===== config.mk =====
export PLATFORM = sky130hd
export DESIGN_NAME = hebp_packer
export DESIGN_NICKNAME = d
export VERILOG_FILES = /design/src/rtl/hebp_pkg.sv /design/src/rtl/hebp_packer.sv
export SDC_FILE = /design/constraint.sdc
export NUM_CORES = 1
export LEC_CHECK = 0
export ABC_AREA = 1
export BUFFER_PORTS_ARGS = -buffer_cell sky130_fd_sc_hd__buf_2
export CORE_MARGIN = 4
export CORE_UTILIZATION = 50
export DETAILED_ROUTE_END_ITERATION = 16
export GPL_TIMING_DRIVEN = 0
export PLACE_DENSITY = 0.75
export SYNTH_ARGS = -nofsm -noshare
export SYNTH_HDL_FRONTEND = slang
export SYNTH_SLANG_ARGS = --single-unit

===== constraint.sdc =====
create_clock -name clk -period 5.05 [get_ports clk]
set_input_delay 0 -clock clk [delete_from_list [all_inputs] [get_ports clk]]
set_output_delay 0 -clock clk [all_outputs]
set_load 0.05 [all_outputs]

===== src/rtl/hebp_pkg.sv =====
// Shared types, constants and helpers for the Huffman encoder bit packer.
// Used by hebp_code_table, hebp_packer, the top level and the checker.
package hebp_pkg;

	// Longest code the table accepts; loaded lengths are clipped to CODE_LIMIT
	localparam int MAX_CODE_LEN = 32;
	localparam int CODE_W       = 32;
	localparam int CODE_LIMIT   = (MAX_CODE_LEN < CODE_W) ? MAX_CODE_LEN : CODE_W;

	localparam int LEN_W     = 6;
	localparam int SYM_W     = 8;
	localparam int KIND_W    = 2;
	localparam int BYTE_W    = 8;
	localparam int TOTAL_W   = 32;
	localparam int PEND_W    = 7;
	localparam int PCNT_W    = 3;
	localparam int ACC_W     = CODE_W + PEND_W;
	localparam int CNT_W     = $clog2(ACC_W + 1);
	localparam int DEPTH     = 1 << SYM_W;

	// Stream word layouts
	localparam int S_DATA_W  = 48;
	localparam int M_DATA_W  = 40;

	typedef enum logic [KIND_W-1:0] {
		KIND_LOAD   = 2'd0,
		KIND_ENCODE = 2'd1,
		KIND_FLUSH  = 2'd2
	} kind_t;

	typedef struct packed {
		logic [LEN_W-1:0]  len;
		logic [CODE_W-1:0] bits;
	} entry_t;

	typedef struct packed {
		logic             en;
		logic [SYM_W-1:0] addr;
		entry_t           entry;
	} tbl_wr_t;

	typedef struct packed {
		logic             en;
		logic [SYM_W-1:0] addr;
	} tbl_rd_t;

	// Clip a loaded length to the supported maximum
	function automatic logic [LEN_W-1:0] sat_len(input logic [LEN_W-1:0] len);
		if (len > LEN_W'(CODE_LIMIT))
			return LEN_W'(CODE_LIMIT);
		return len;
	endfunction

	// Keep only the low len bits of a code
	function automatic logic [CODE_W-1:0] mask_code(input logic [CODE_W-1:0] bits,
			input logic [LEN_W-1:0] len);
		logic [CODE_W-1:0] mask;
		if (len >= LEN_W'(CODE_W))
			mask = '1;
		else
			mask = ~({CODE_W{1'b1}} << len);
		return bits & mask;
	endfunction

endpackage


===== src/rtl/hebp_packer.sv =====
// Sequencer and shared shift unit of the bit packer, with the output register.
// Drives the code table ports; uses hebp_pkg.
module hebp_packer (
	input  logic                              clk,
	input  logic                              arst_n,
	input  logic                              s_tvalid,
	output logic                              s_tready,
	input  logic [hebp_pkg::S_DATA_W-1:0]     s_tdata,
	input  logic [hebp_pkg::KIND_W-1:0]       s_tuser,
	output logic                              m_tvalid,
	input  logic                              m_tready,
	output logic [hebp_pkg::M_DATA_W-1:0]     m_tdata,
	output logic                              m_tuser,
	output logic                              m_tlast,
	output hebp_pkg::tbl_wr_t                 tbl_wr,
	output hebp_pkg::tbl_rd_t                 tbl_rd,
	input  hebp_pkg::entry_t                  tbl_entry
);

	typedef enum logic [2:0] {
		ST_IDLE,
		ST_LOOKUP,
		ST_EMIT,
		ST_FLUSH_PAD,
		ST_FLUSH_CNT
	} state_t;

	state_t                              state_q;
	logic [hebp_pkg::ACC_W-1:0]          acc_q;
	logic [hebp_pkg::CNT_W-1:0]          cnt_q;
	logic [hebp_pkg::PEND_W-1:0]         pend_q;
	logic [hebp_pkg::PCNT_W-1:0]         pcnt_q;
	logic [hebp_pkg::TOTAL_W-1:0]        total_q;
	logic                                m_valid_q;
	logic [hebp_pkg::BYTE_W-1:0]         out_byte_q;
	logic                                is_cnt_q;
	logic                                last_q;

	logic                                accept;
	hebp_pkg::kind_t                     kind;
	logic [hebp_pkg::SYM_W-1:0]          in_sym;
	logic [hebp_pkg::CODE_W-1:0]         in_code;
	logic [hebp_pkg::LEN_W-1:0]          in_len;
	logic [hebp_pkg::LEN_W-1:0]          ld_len;
	logic                                out_free;
	logic                                emit_word;
	logic [hebp_pkg::CNT_W-1:0]          sh_amt;
	logic [hebp_pkg::BYTE_W-1:0]         sh_byte;
	logic [hebp_pkg::BYTE_W-1:0]         pad_byte;
	logic [hebp_pkg::PEND_W-1:0]         pend_mask;

	// Unpack the input word
	assign accept  = s_tvalid && s_tready;
	assign kind    = hebp_pkg::kind_t'(s_tuser);
	assign in_sym  = s_tdata[7:0];
	assign in_code = s_tdata[39:8];
	assign in_len  = s_tdata[45:40];
	assign ld_len  = hebp_pkg::sat_len(in_len);

	// Table access: write on load, read on encode
	always_comb begin
		tbl_wr.en         = accept && (kind == hebp_pkg::KIND_LOAD);
		tbl_wr.addr       = in_sym;
		tbl_wr.entry.len  = ld_len;
		tbl_wr.entry.bits = hebp_pkg::mask_code(in_code, ld_len);
		tbl_rd.en         = accept && (kind == hebp_pkg::KIND_ENCODE);
		tbl_rd.addr       = in_sym;
	end

	// Shared shift unit: next byte sits just above the remaining count
	assign sh_amt    = cnt_q - hebp_pkg::CNT_W'(hebp_pkg::BYTE_W);
	assign sh_byte   = hebp_pkg::BYTE_W'(acc_q >> sh_amt);
	assign pend_mask = {hebp_pkg::PEND_W{1'b1}} >> (3'd7 - cnt_q[2:0]);
	assign pad_byte  = {pend_q, 1'b0} << (3'd7 - pcnt_q);

	assign out_free  = !m_valid_q || m_tready;

	// A byte goes into the output register this cycle
	assign emit_word = out_free && (((state_q == ST_EMIT)
			&& (cnt_q >= hebp_pkg::CNT_W'(hebp_pkg::BYTE_W)))
		|| (state_q == ST_FLUSH_PAD) || (state_q == ST_FLUSH_CNT));

	// Sequencer, accumulator and output register
	always_ff @(posedge clk or negedge arst_n) begin
		if (!arst_n) begin
			state_q    <= ST_IDLE;
			acc_q      <= '0;
			cnt_q      <= '0;
			pend_q     <= '0;
			pcnt_q     <= '0;
			total_q    <= '0;
			m_valid_q  <= 1'b0;
			out_byte_q <= '0;
			is_cnt_q   <= 1'b0;
			last_q     <= 1'b0;
		end else begin
			// raise the word when a byte is produced, drop it once taken
			if (emit_word)
				m_valid_q <= 1'b1;
			else if (m_tready)
				m_valid_q <= 1'b0;
			case (state_q)
				ST_IDLE: begin
					if (accept) begin
						if (kind == hebp_pkg::KIND_ENCODE)
							state_q <= ST_LOOKUP;
						else if (kind == hebp_pkg::KIND_FLUSH)
							state_q <= ST_FLUSH_PAD;
					end
				end
				ST_LOOKUP: begin
					// merge pending bits with the looked-up code
					if (tbl_entry.len == '0) begin
						state_q <= ST_IDLE;
					end else begin
						acc_q   <= (hebp_pkg::ACC_W'(pend_q) << tbl_entry.len)
							| hebp_pkg::ACC_W'(tbl_entry.bits);
						cnt_q   <= hebp_pkg::CNT_W'(pcnt_q) + hebp_pkg::CNT_W'(tbl_entry.len);
						state_q <= ST_EMIT;
					end
				end
				ST_EMIT: begin
					if (cnt_q >= hebp_pkg::CNT_W'(hebp_pkg::BYTE_W)) begin
						if (out_free) begin
							out_byte_q <= sh_byte;
							is_cnt_q   <= 1'b0;
							last_q     <= (sh_amt < hebp_pkg::CNT_W'(hebp_pkg::BYTE_W));
							total_q    <= total_q + 1'b1;
							cnt_q      <= sh_amt;
						end
					end else begin
						// keep the leftover bits for the next symbol
						pend_q  <= acc_q[hebp_pkg::PEND_W-1:0] & pend_mask;
						pcnt_q  <= cnt_q[2:0];
						state_q <= ST_IDLE;
					end
				end
				ST_FLUSH_PAD: begin
					if (out_free) begin
						out_byte_q <= pad_byte;
						is_cnt_q   <= 1'b0;
						last_q     <= 1'b0;
						total_q    <= total_q + 1'b1;
						state_q    <= ST_FLUSH_CNT;
					end
				end
				ST_FLUSH_CNT: begin
					if (out_free) begin
						out_byte_q <= hebp_pkg::BYTE_W'(pcnt_q);
						is_cnt_q   <= 1'b1;
						last_q     <= 1'b1;
						total_q    <= total_q + 1'b1;
						pend_q     <= '0;
						pcnt_q     <= '0;
						state_q    <= ST_IDLE;
					end
				end
				default: begin
					state_q <= ST_IDLE;
				end
			endcase
		end
	end

	assign s_tready = (state_q == ST_IDLE);
	assign m_tvalid = m_valid_q;
	assign m_tdata  = {total_q, out_byte_q};
	assign m_tuser  = is_cnt_q;
	assign m_tlast  = last_q;

endmodule


Yosys cells after proc, flatten, opt, wreduce, memory -nomap -nowiden
Cells that the tools add are included.
{"block": "totals", "reg_bits": 101, "inputBits": 92}
{"block": "classes", "magnitude_cmp": 4, "bitwise": 5, "eq_ne": 14, "addsub": 5, "n_reduce_logical": 25, "shifts": 5, "mux": 39}
{"op": "$mux W32", "n": 3}
{"op": "$pmux W32 S2", "n": 1}
{"op": "$or A39 B32 Y39", "n": 1}
{"op": "$shl A7 B6 Y39", "n": 1}
{"op": "$shr A39 B6 Y8", "n": 1}
{"op": "$add A32 B1 Y32 const B", "n": 1}
{"op": "$and A32 B32 Y32", "n": 1}
{"op": "$mux W8", "n": 4}
{"op": "$not A32 Y32", "n": 1}
{"op": "$shl A32 B6 Y32 const A", "n": 1}
{"op": "$mux W6", "n": 5}
{"op": "$pmux W8 S3", "n": 1}
{"op": "$mux W3", "n": 7}
{"op": "$pmux W3 S5", "n": 1}
{"op": "$mux W7", "n": 2}
{"op": "$pmux W7 S2", "n": 1}
{"op": "$pmux W6 S2", "n": 1}
{"op": "$ne A2 B2 Y1 const B", "n": 5}
{"op": "$reduce_and A5 Y1", "n": 2}
{"op": "$mux W1", "n": 9}
{"op": "$reduce_bool A2 Y1", "n": 4}
{"op": "$shl A8 B3 Y8", "n": 1}
{"op": "$and A7 B7 Y7", "n": 1}
{"op": "$shr A7 B3 Y7 const A", "n": 1}
{"op": "other kinds (29)", "n": 41}

Longest topological paths before layout
{"block": "depth", "ltp_word": 7, "ltp_mapped": 15}

Least setup slack after synthesis
Ideal clock, no wire load.
{"block": "synth_path", "path_type": "reg-to-output", "start": "register state_q[0]", "end": "output port tbl_wr[46] in the netlist's numbering", "t_required_ps": 5050, "t_arrival_ps": 2500, "path_stages_with_launch": 6, "path_slack_ps": 2550, "cell_sequence": "dfrtp_1 inv_2 nand2_1 nor2_1 nand2_1 nor3_1"}
{"item": "start, declared", "line": "hebp_packer.sv:28", "rtl": "state_t state_q;"}
{"item": "start signal, assigned", "line": "hebp_packer.sv:86", "rtl": "state_q <= ST_IDLE;"}
{"item": "start signal, assigned", "line": "hebp_packer.sv:106", "rtl": "state_q <= ST_LOOKUP;"}
{"item": "start signal, assigned", "line": "hebp_packer.sv:108", "rtl": "state_q <= ST_FLUSH_PAD;"}
{"item": "end, declared", "line": "hebp_packer.sv:15", "rtl": "output hebp_pkg::tbl_wr_t tbl_wr,"}

Worst setup path in the final report
{"block": "layout_path", "start": "register cnt_q[3] in the netlist's numbering", "end": "register out_byte_q[2] in the netlist's numbering"}
{"block": "layout_between", "elab_chain_cells": 5}
{"item": "start, declared", "line": "hebp_packer.sv:30", "rtl": "logic [hebp_pkg::CNT_W-1:0] cnt_q;"}
{"item": "start signal, assigned", "line": "hebp_packer.sv:118", "rtl": "cnt_q <= hebp_pkg::CNT_W'(pcnt_q) + hebp_pkg::CNT_W'(tbl_entry.len);"}
{"item": "start signal, assigned", "line": "hebp_packer.sv:129", "rtl": "cnt_q <= sh_amt;"}
{"item": "$sub A6 B4 Y6", "line": "hebp_packer.sv:71", "rtl": "assign sh_amt = cnt_q - hebp_pkg::CNT_W'(hebp_pkg::BYTE_W);"}
{"item": "$shr A39 B6 Y8", "line": "hebp_packer.sv:72", "rtl": "assign sh_byte = hebp_pkg::BYTE_W'(acc_q >> sh_amt);"}
{"item": "$mux W8", "line": "hebp_packer.sv:124", "rtl": "if (out_free) begin"}
{"item": "$mux W8", "line": "hebp_packer.sv:123", "rtl": "if (cnt_q >= hebp_pkg::CNT_W'(hebp_pkg::BYTE_W)) begin"}
{"item": "$pmux W8 S3", "line": "hebp_packer.sv:102", "rtl": "case (state_q)"}
{"item": "end signal, assigned", "line": "hebp_packer.sv:125", "rtl": "out_byte_q <= sh_byte;"}
{"item": "end signal, assigned", "line": "hebp_packer.sv:140", "rtl": "out_byte_q <= pad_byte;"}
{"item": "end signal, assigned", "line": "hebp_packer.sv:149", "rtl": "out_byte_q <= hebp_pkg::BYTE_W'(pcnt_q);"}
{"item": "end, declared", "line": "hebp_packer.sv:35", "rtl": "logic [hebp_pkg::BYTE_W-1:0] out_byte_q;"}
Parallel ways exist; a longest one is shown, timed or not. The select of a mux whose other input is x is not followed.
A chain may end at the register's enable or synchronous reset.

==> results.sh <==
export IMPL_num_rows=46
export IMPL_endpoint_kind="register"
export IMPL_grt_util_all_layers_pct=30.3
export IMPL_diodes=0
export IMPL_whs_path_depth=4
export IMPL_initial_core_util_pct=50.9
export IMPL_dp_hpwl_mm=22.2
export IMPL_drive_above_1_share_pct=18.9
export IMPL_cp_required_ns=5.34
export IMPL_post_cts_buffers=0
export IMPL_fmax_ghz=0.388
export IMPL_yosys_warnings=0
export IMPL_die_w_um=135
export IMPL_clkTransAtPathRegs_ns=0.08
export IMPL_r2r_cells=12
export IMPL_outcome="finished, final reports clean"
export IMPL_floorplan_die_area_um2=18300
export IMPL_drt_wl_total_mm=28.4
export IMPL_ir_drop_mv=0.288
export IMPL_antenna_found_initial=0
export IMPL_fin_crit_ns=2.58
export IMPL_p_leak_nw=5.17
export IMPL_grt_pass1_wl_mm=44.3
export IMPL_placement_io_buffers=180
export IMPL_first_pass_iters=6
export IMPL_clock_power_share_pct=13.3
export IMPL_hold_path_class="primary input to register"
export IMPL_ff2ff_setup_slack_ns=2.47
export IMPL_setup_viol=0
export IMPL_cp_start_kind="register"
export IMPL_clockBufferDepth=2
export IMPL_nets=1616
export IMPL_cts_root_buf="clkbuf_16"
export IMPL_dp_cells=1688
export IMPL_drt_initial_drc_count=761
export IMPL_syn_to_final_growth_pct=23.2
export IMPL_power_switching_mw=3.29
export IMPL_syn_mean_instance_area_um2=6.27
export IMPL_gp_congestion=1.04
export IMPL_rr_startpoint="cnt_q[3]"
export IMPL_synth_cell_type_count=45
export IMPL_pwr_share_comb_pct=62.5
export IMPL_core_um2=15900
export IMPL_ys_seq_area_share_pct=31.2
export IMPL_drv_cap=0
export IMPL_via_per_inst=5.47
export IMPL_timing_hold_ws_ns=0.0436
export IMPL_insertion_delay_ns=0.36
export IMPL_wire_per_inst_um=16.3
export IMPL_ys_ff_latch=101
export IMPL_grt_pass1_vias=8632
export IMPL_finalHoldViolCount=0
export IMPL_synth_area_top_cells="dfrtp_1 31%, nand2_1 19%, nand3_1 11%"
export IMPL_grt_setup_unrepaired="false"
export IMPL_yosys_area_top_type="dfrtp_1"
export IMPL_final_cells=1738
export IMPL_ios=192
export IMPL_tightest_slew_ns=0.622
export IMPL_grt_max_degree=71
export IMPL_critPathKind="register to register"
export IMPL_cts_sinks=101
export IMPL_fp_dieH_um=135
export IMPL_dpl_cell_area_um2=9290
export IMPL_grt_ovfl_total=0
export IMPL_ant_nets=0
export IMPL_synthesis_nets=1390
export IMPL_powerDensity_nw_per_um2=598
export IMPL_netlist_instances=1291
export IMPL_slew_headroom_pct=58.1
export IMPL_r2r_end="out_byte_q[2]"
export IMPL_cp_max_fo=10
export IMPL_stdcell_area_um2=9970
export IMPL_via_count=9510
export IMPL_numCtsBuffers=9
export IMPL_hold_end="m_tvalid"
export IMPL_htree_levels=3
export IMPL_worstHoldStart="m_tready"
export IMPL_synth_top_area_share_pct=31.2
export IMPL_syn_area_um2=8090
export IMPL_tns_ns=0
export IMPL_swShare_pct=55.1
export IMPL_skew_ns=0.0134
export IMPL_timing_final_crit_share_pct=51.1
export IMPL_cts_tree="done"
export IMPL_drc=0
export IMPL_p_int_mw=2.67
export IMPL_cp_arrival_ns=2.87
export IMPL_power_frac_seq_pct=24.2
export IMPL_finalMaxSlewViolations=0
flip-flops by register name (all words and copies together), names as in the netlist:
register,count
out_byte_q,8
acc_q,39
pcnt_q,3
total_q,32
m_tlast,1
m_tuser,1
m_tvalid,1
pend_q,7
cnt_q,6
state_q,3
kinds of logic after synthesis:
family,count (synthesis),synth area share (%)
flops,101,31.2
simple gates,778,40.7
mux,1,0.124
xor+xnor,34,3.68
compound gates,179,12.2
buf+inv,191,10.9
fa+ha+maj,7,1.18
cell usage in the layout (no fill, tap or decap), drive strengths merged, types with 29 or more instances in the layout:
| cell | count |
|---|---|
| a21oi | 52 |
| buf | 244 |
| dfrtp | 101 |
| dlygate4sd3 | 34 |
| inv | 118 |
| nand2 | 410 |
| nand3 | 176 |
| nor2 | 148 |
| nor3 | 29 |
| o21ai | 89 |
| xor2 | 29 |
worst max-delay path, cell delays in order, from the launching register on:
cell      delay (ns)
dfrtp_1         0.38
buf_2           0.18
inv_1           0.13
clkbuf_1        0.41
ha_1            0.40
clkinv_1        0.28
nor2_1          0.27
nand3_1         0.11
nand2_1         0.07
inv_1           0.03
nand2_1         0.05
nand2_1         0.05
a21oi_1         0.14
per-layer routing:
layer / track usage [%] / vias to the layer above / share of wire, %
met5: 0 / - / 0
met4: 10.1 / 0 / 3.3
met3: 4.75 / 75 / 8.4
met2: 50.2 / 510 / 47
met1: 40.6 / 4292 / 41
li1: - / 4633 / -
metrics by stage:
step / setup slack (ns) / util, % / power [mW]
after floorplan: 2.55 / - / 4.04
after global placement: 2.49 / 58.3 / 5.04
after detailed placement: 2.48 / 58.5 / 5.06
after CTS: 2.46 / 62.8 / 5.89
after global routing: 2.15 / 62.8 / 6.41
final: 2.47 / 62.8 / 5.96
worst max-delay path by stage:
stage,slack [ns],from,cells past startpoint,to
2_1_floorplan,2.55,state_q[0],5,tbl_wr[46]
3_3_place_gp,2.49,cnt_q[3],10,out_byte_q[5]
6_report,2.47,cnt_q[3],12,out_byte_q[2]
3_5_place_dp,2.48,cnt_q[3],12,out_byte_q[2]
4_1_cts,2.46,cnt_q[3],12,out_byte_q[2]
5_1_grt,2.15,cnt_q[3],12,out_byte_q[3]
cell type report:
type | count | area, um^2
buffer | 74 | 442
clock buffer | 9 | 225
clock inverter | 7 | 113
fill | 1553 | 5920
inverter | 117 | 439
multi-input combinational | 999 | 4680
sequential | 101 | 2530
tap | 216 | 270
timing repair buffer | 215 | 1270
Yosys cell counts, drive strengths merged:
cell     count
nand2      410
nand3      176
nor2       148
inv        115
dfrtp      101
o21ai       89
buf         63
a21oi       52
nor3        29
xor2        29
clkbuf      11
o211ai       9
a31oi        8
o22ai        7
ha           6
nand4        6
o21a         6
xnor2        5
a21boi       4
nor3b        3
clkinv       2
nand3b       2
nor4         2
or2          2
a211oi       1
fa           1
mux2i        1
o2111ai      1
o211a        1
o32ai        1
power by group through the flow:
stage	combinational, mW	clock [mW]	sequential (mW)
after floorplan	2.39	0	1.65
after global placement	3.61	0	1.43
after detailed placement	3.62	0	1.44
after CTS	3.67	0.799	1.43
after global routing	4.10	0.833	1.47
final	3.73	0.794	1.44
what timing repair did:
action / 4_1_cts / 5_1_grt
endpoints found under the hold margin: 65 / 0
hold buffers: 34 / 0
endpoints found under the setup margin: 0 / 0
gates resized for setup: 0 / 0
Power figures use the tool's default switching activity.
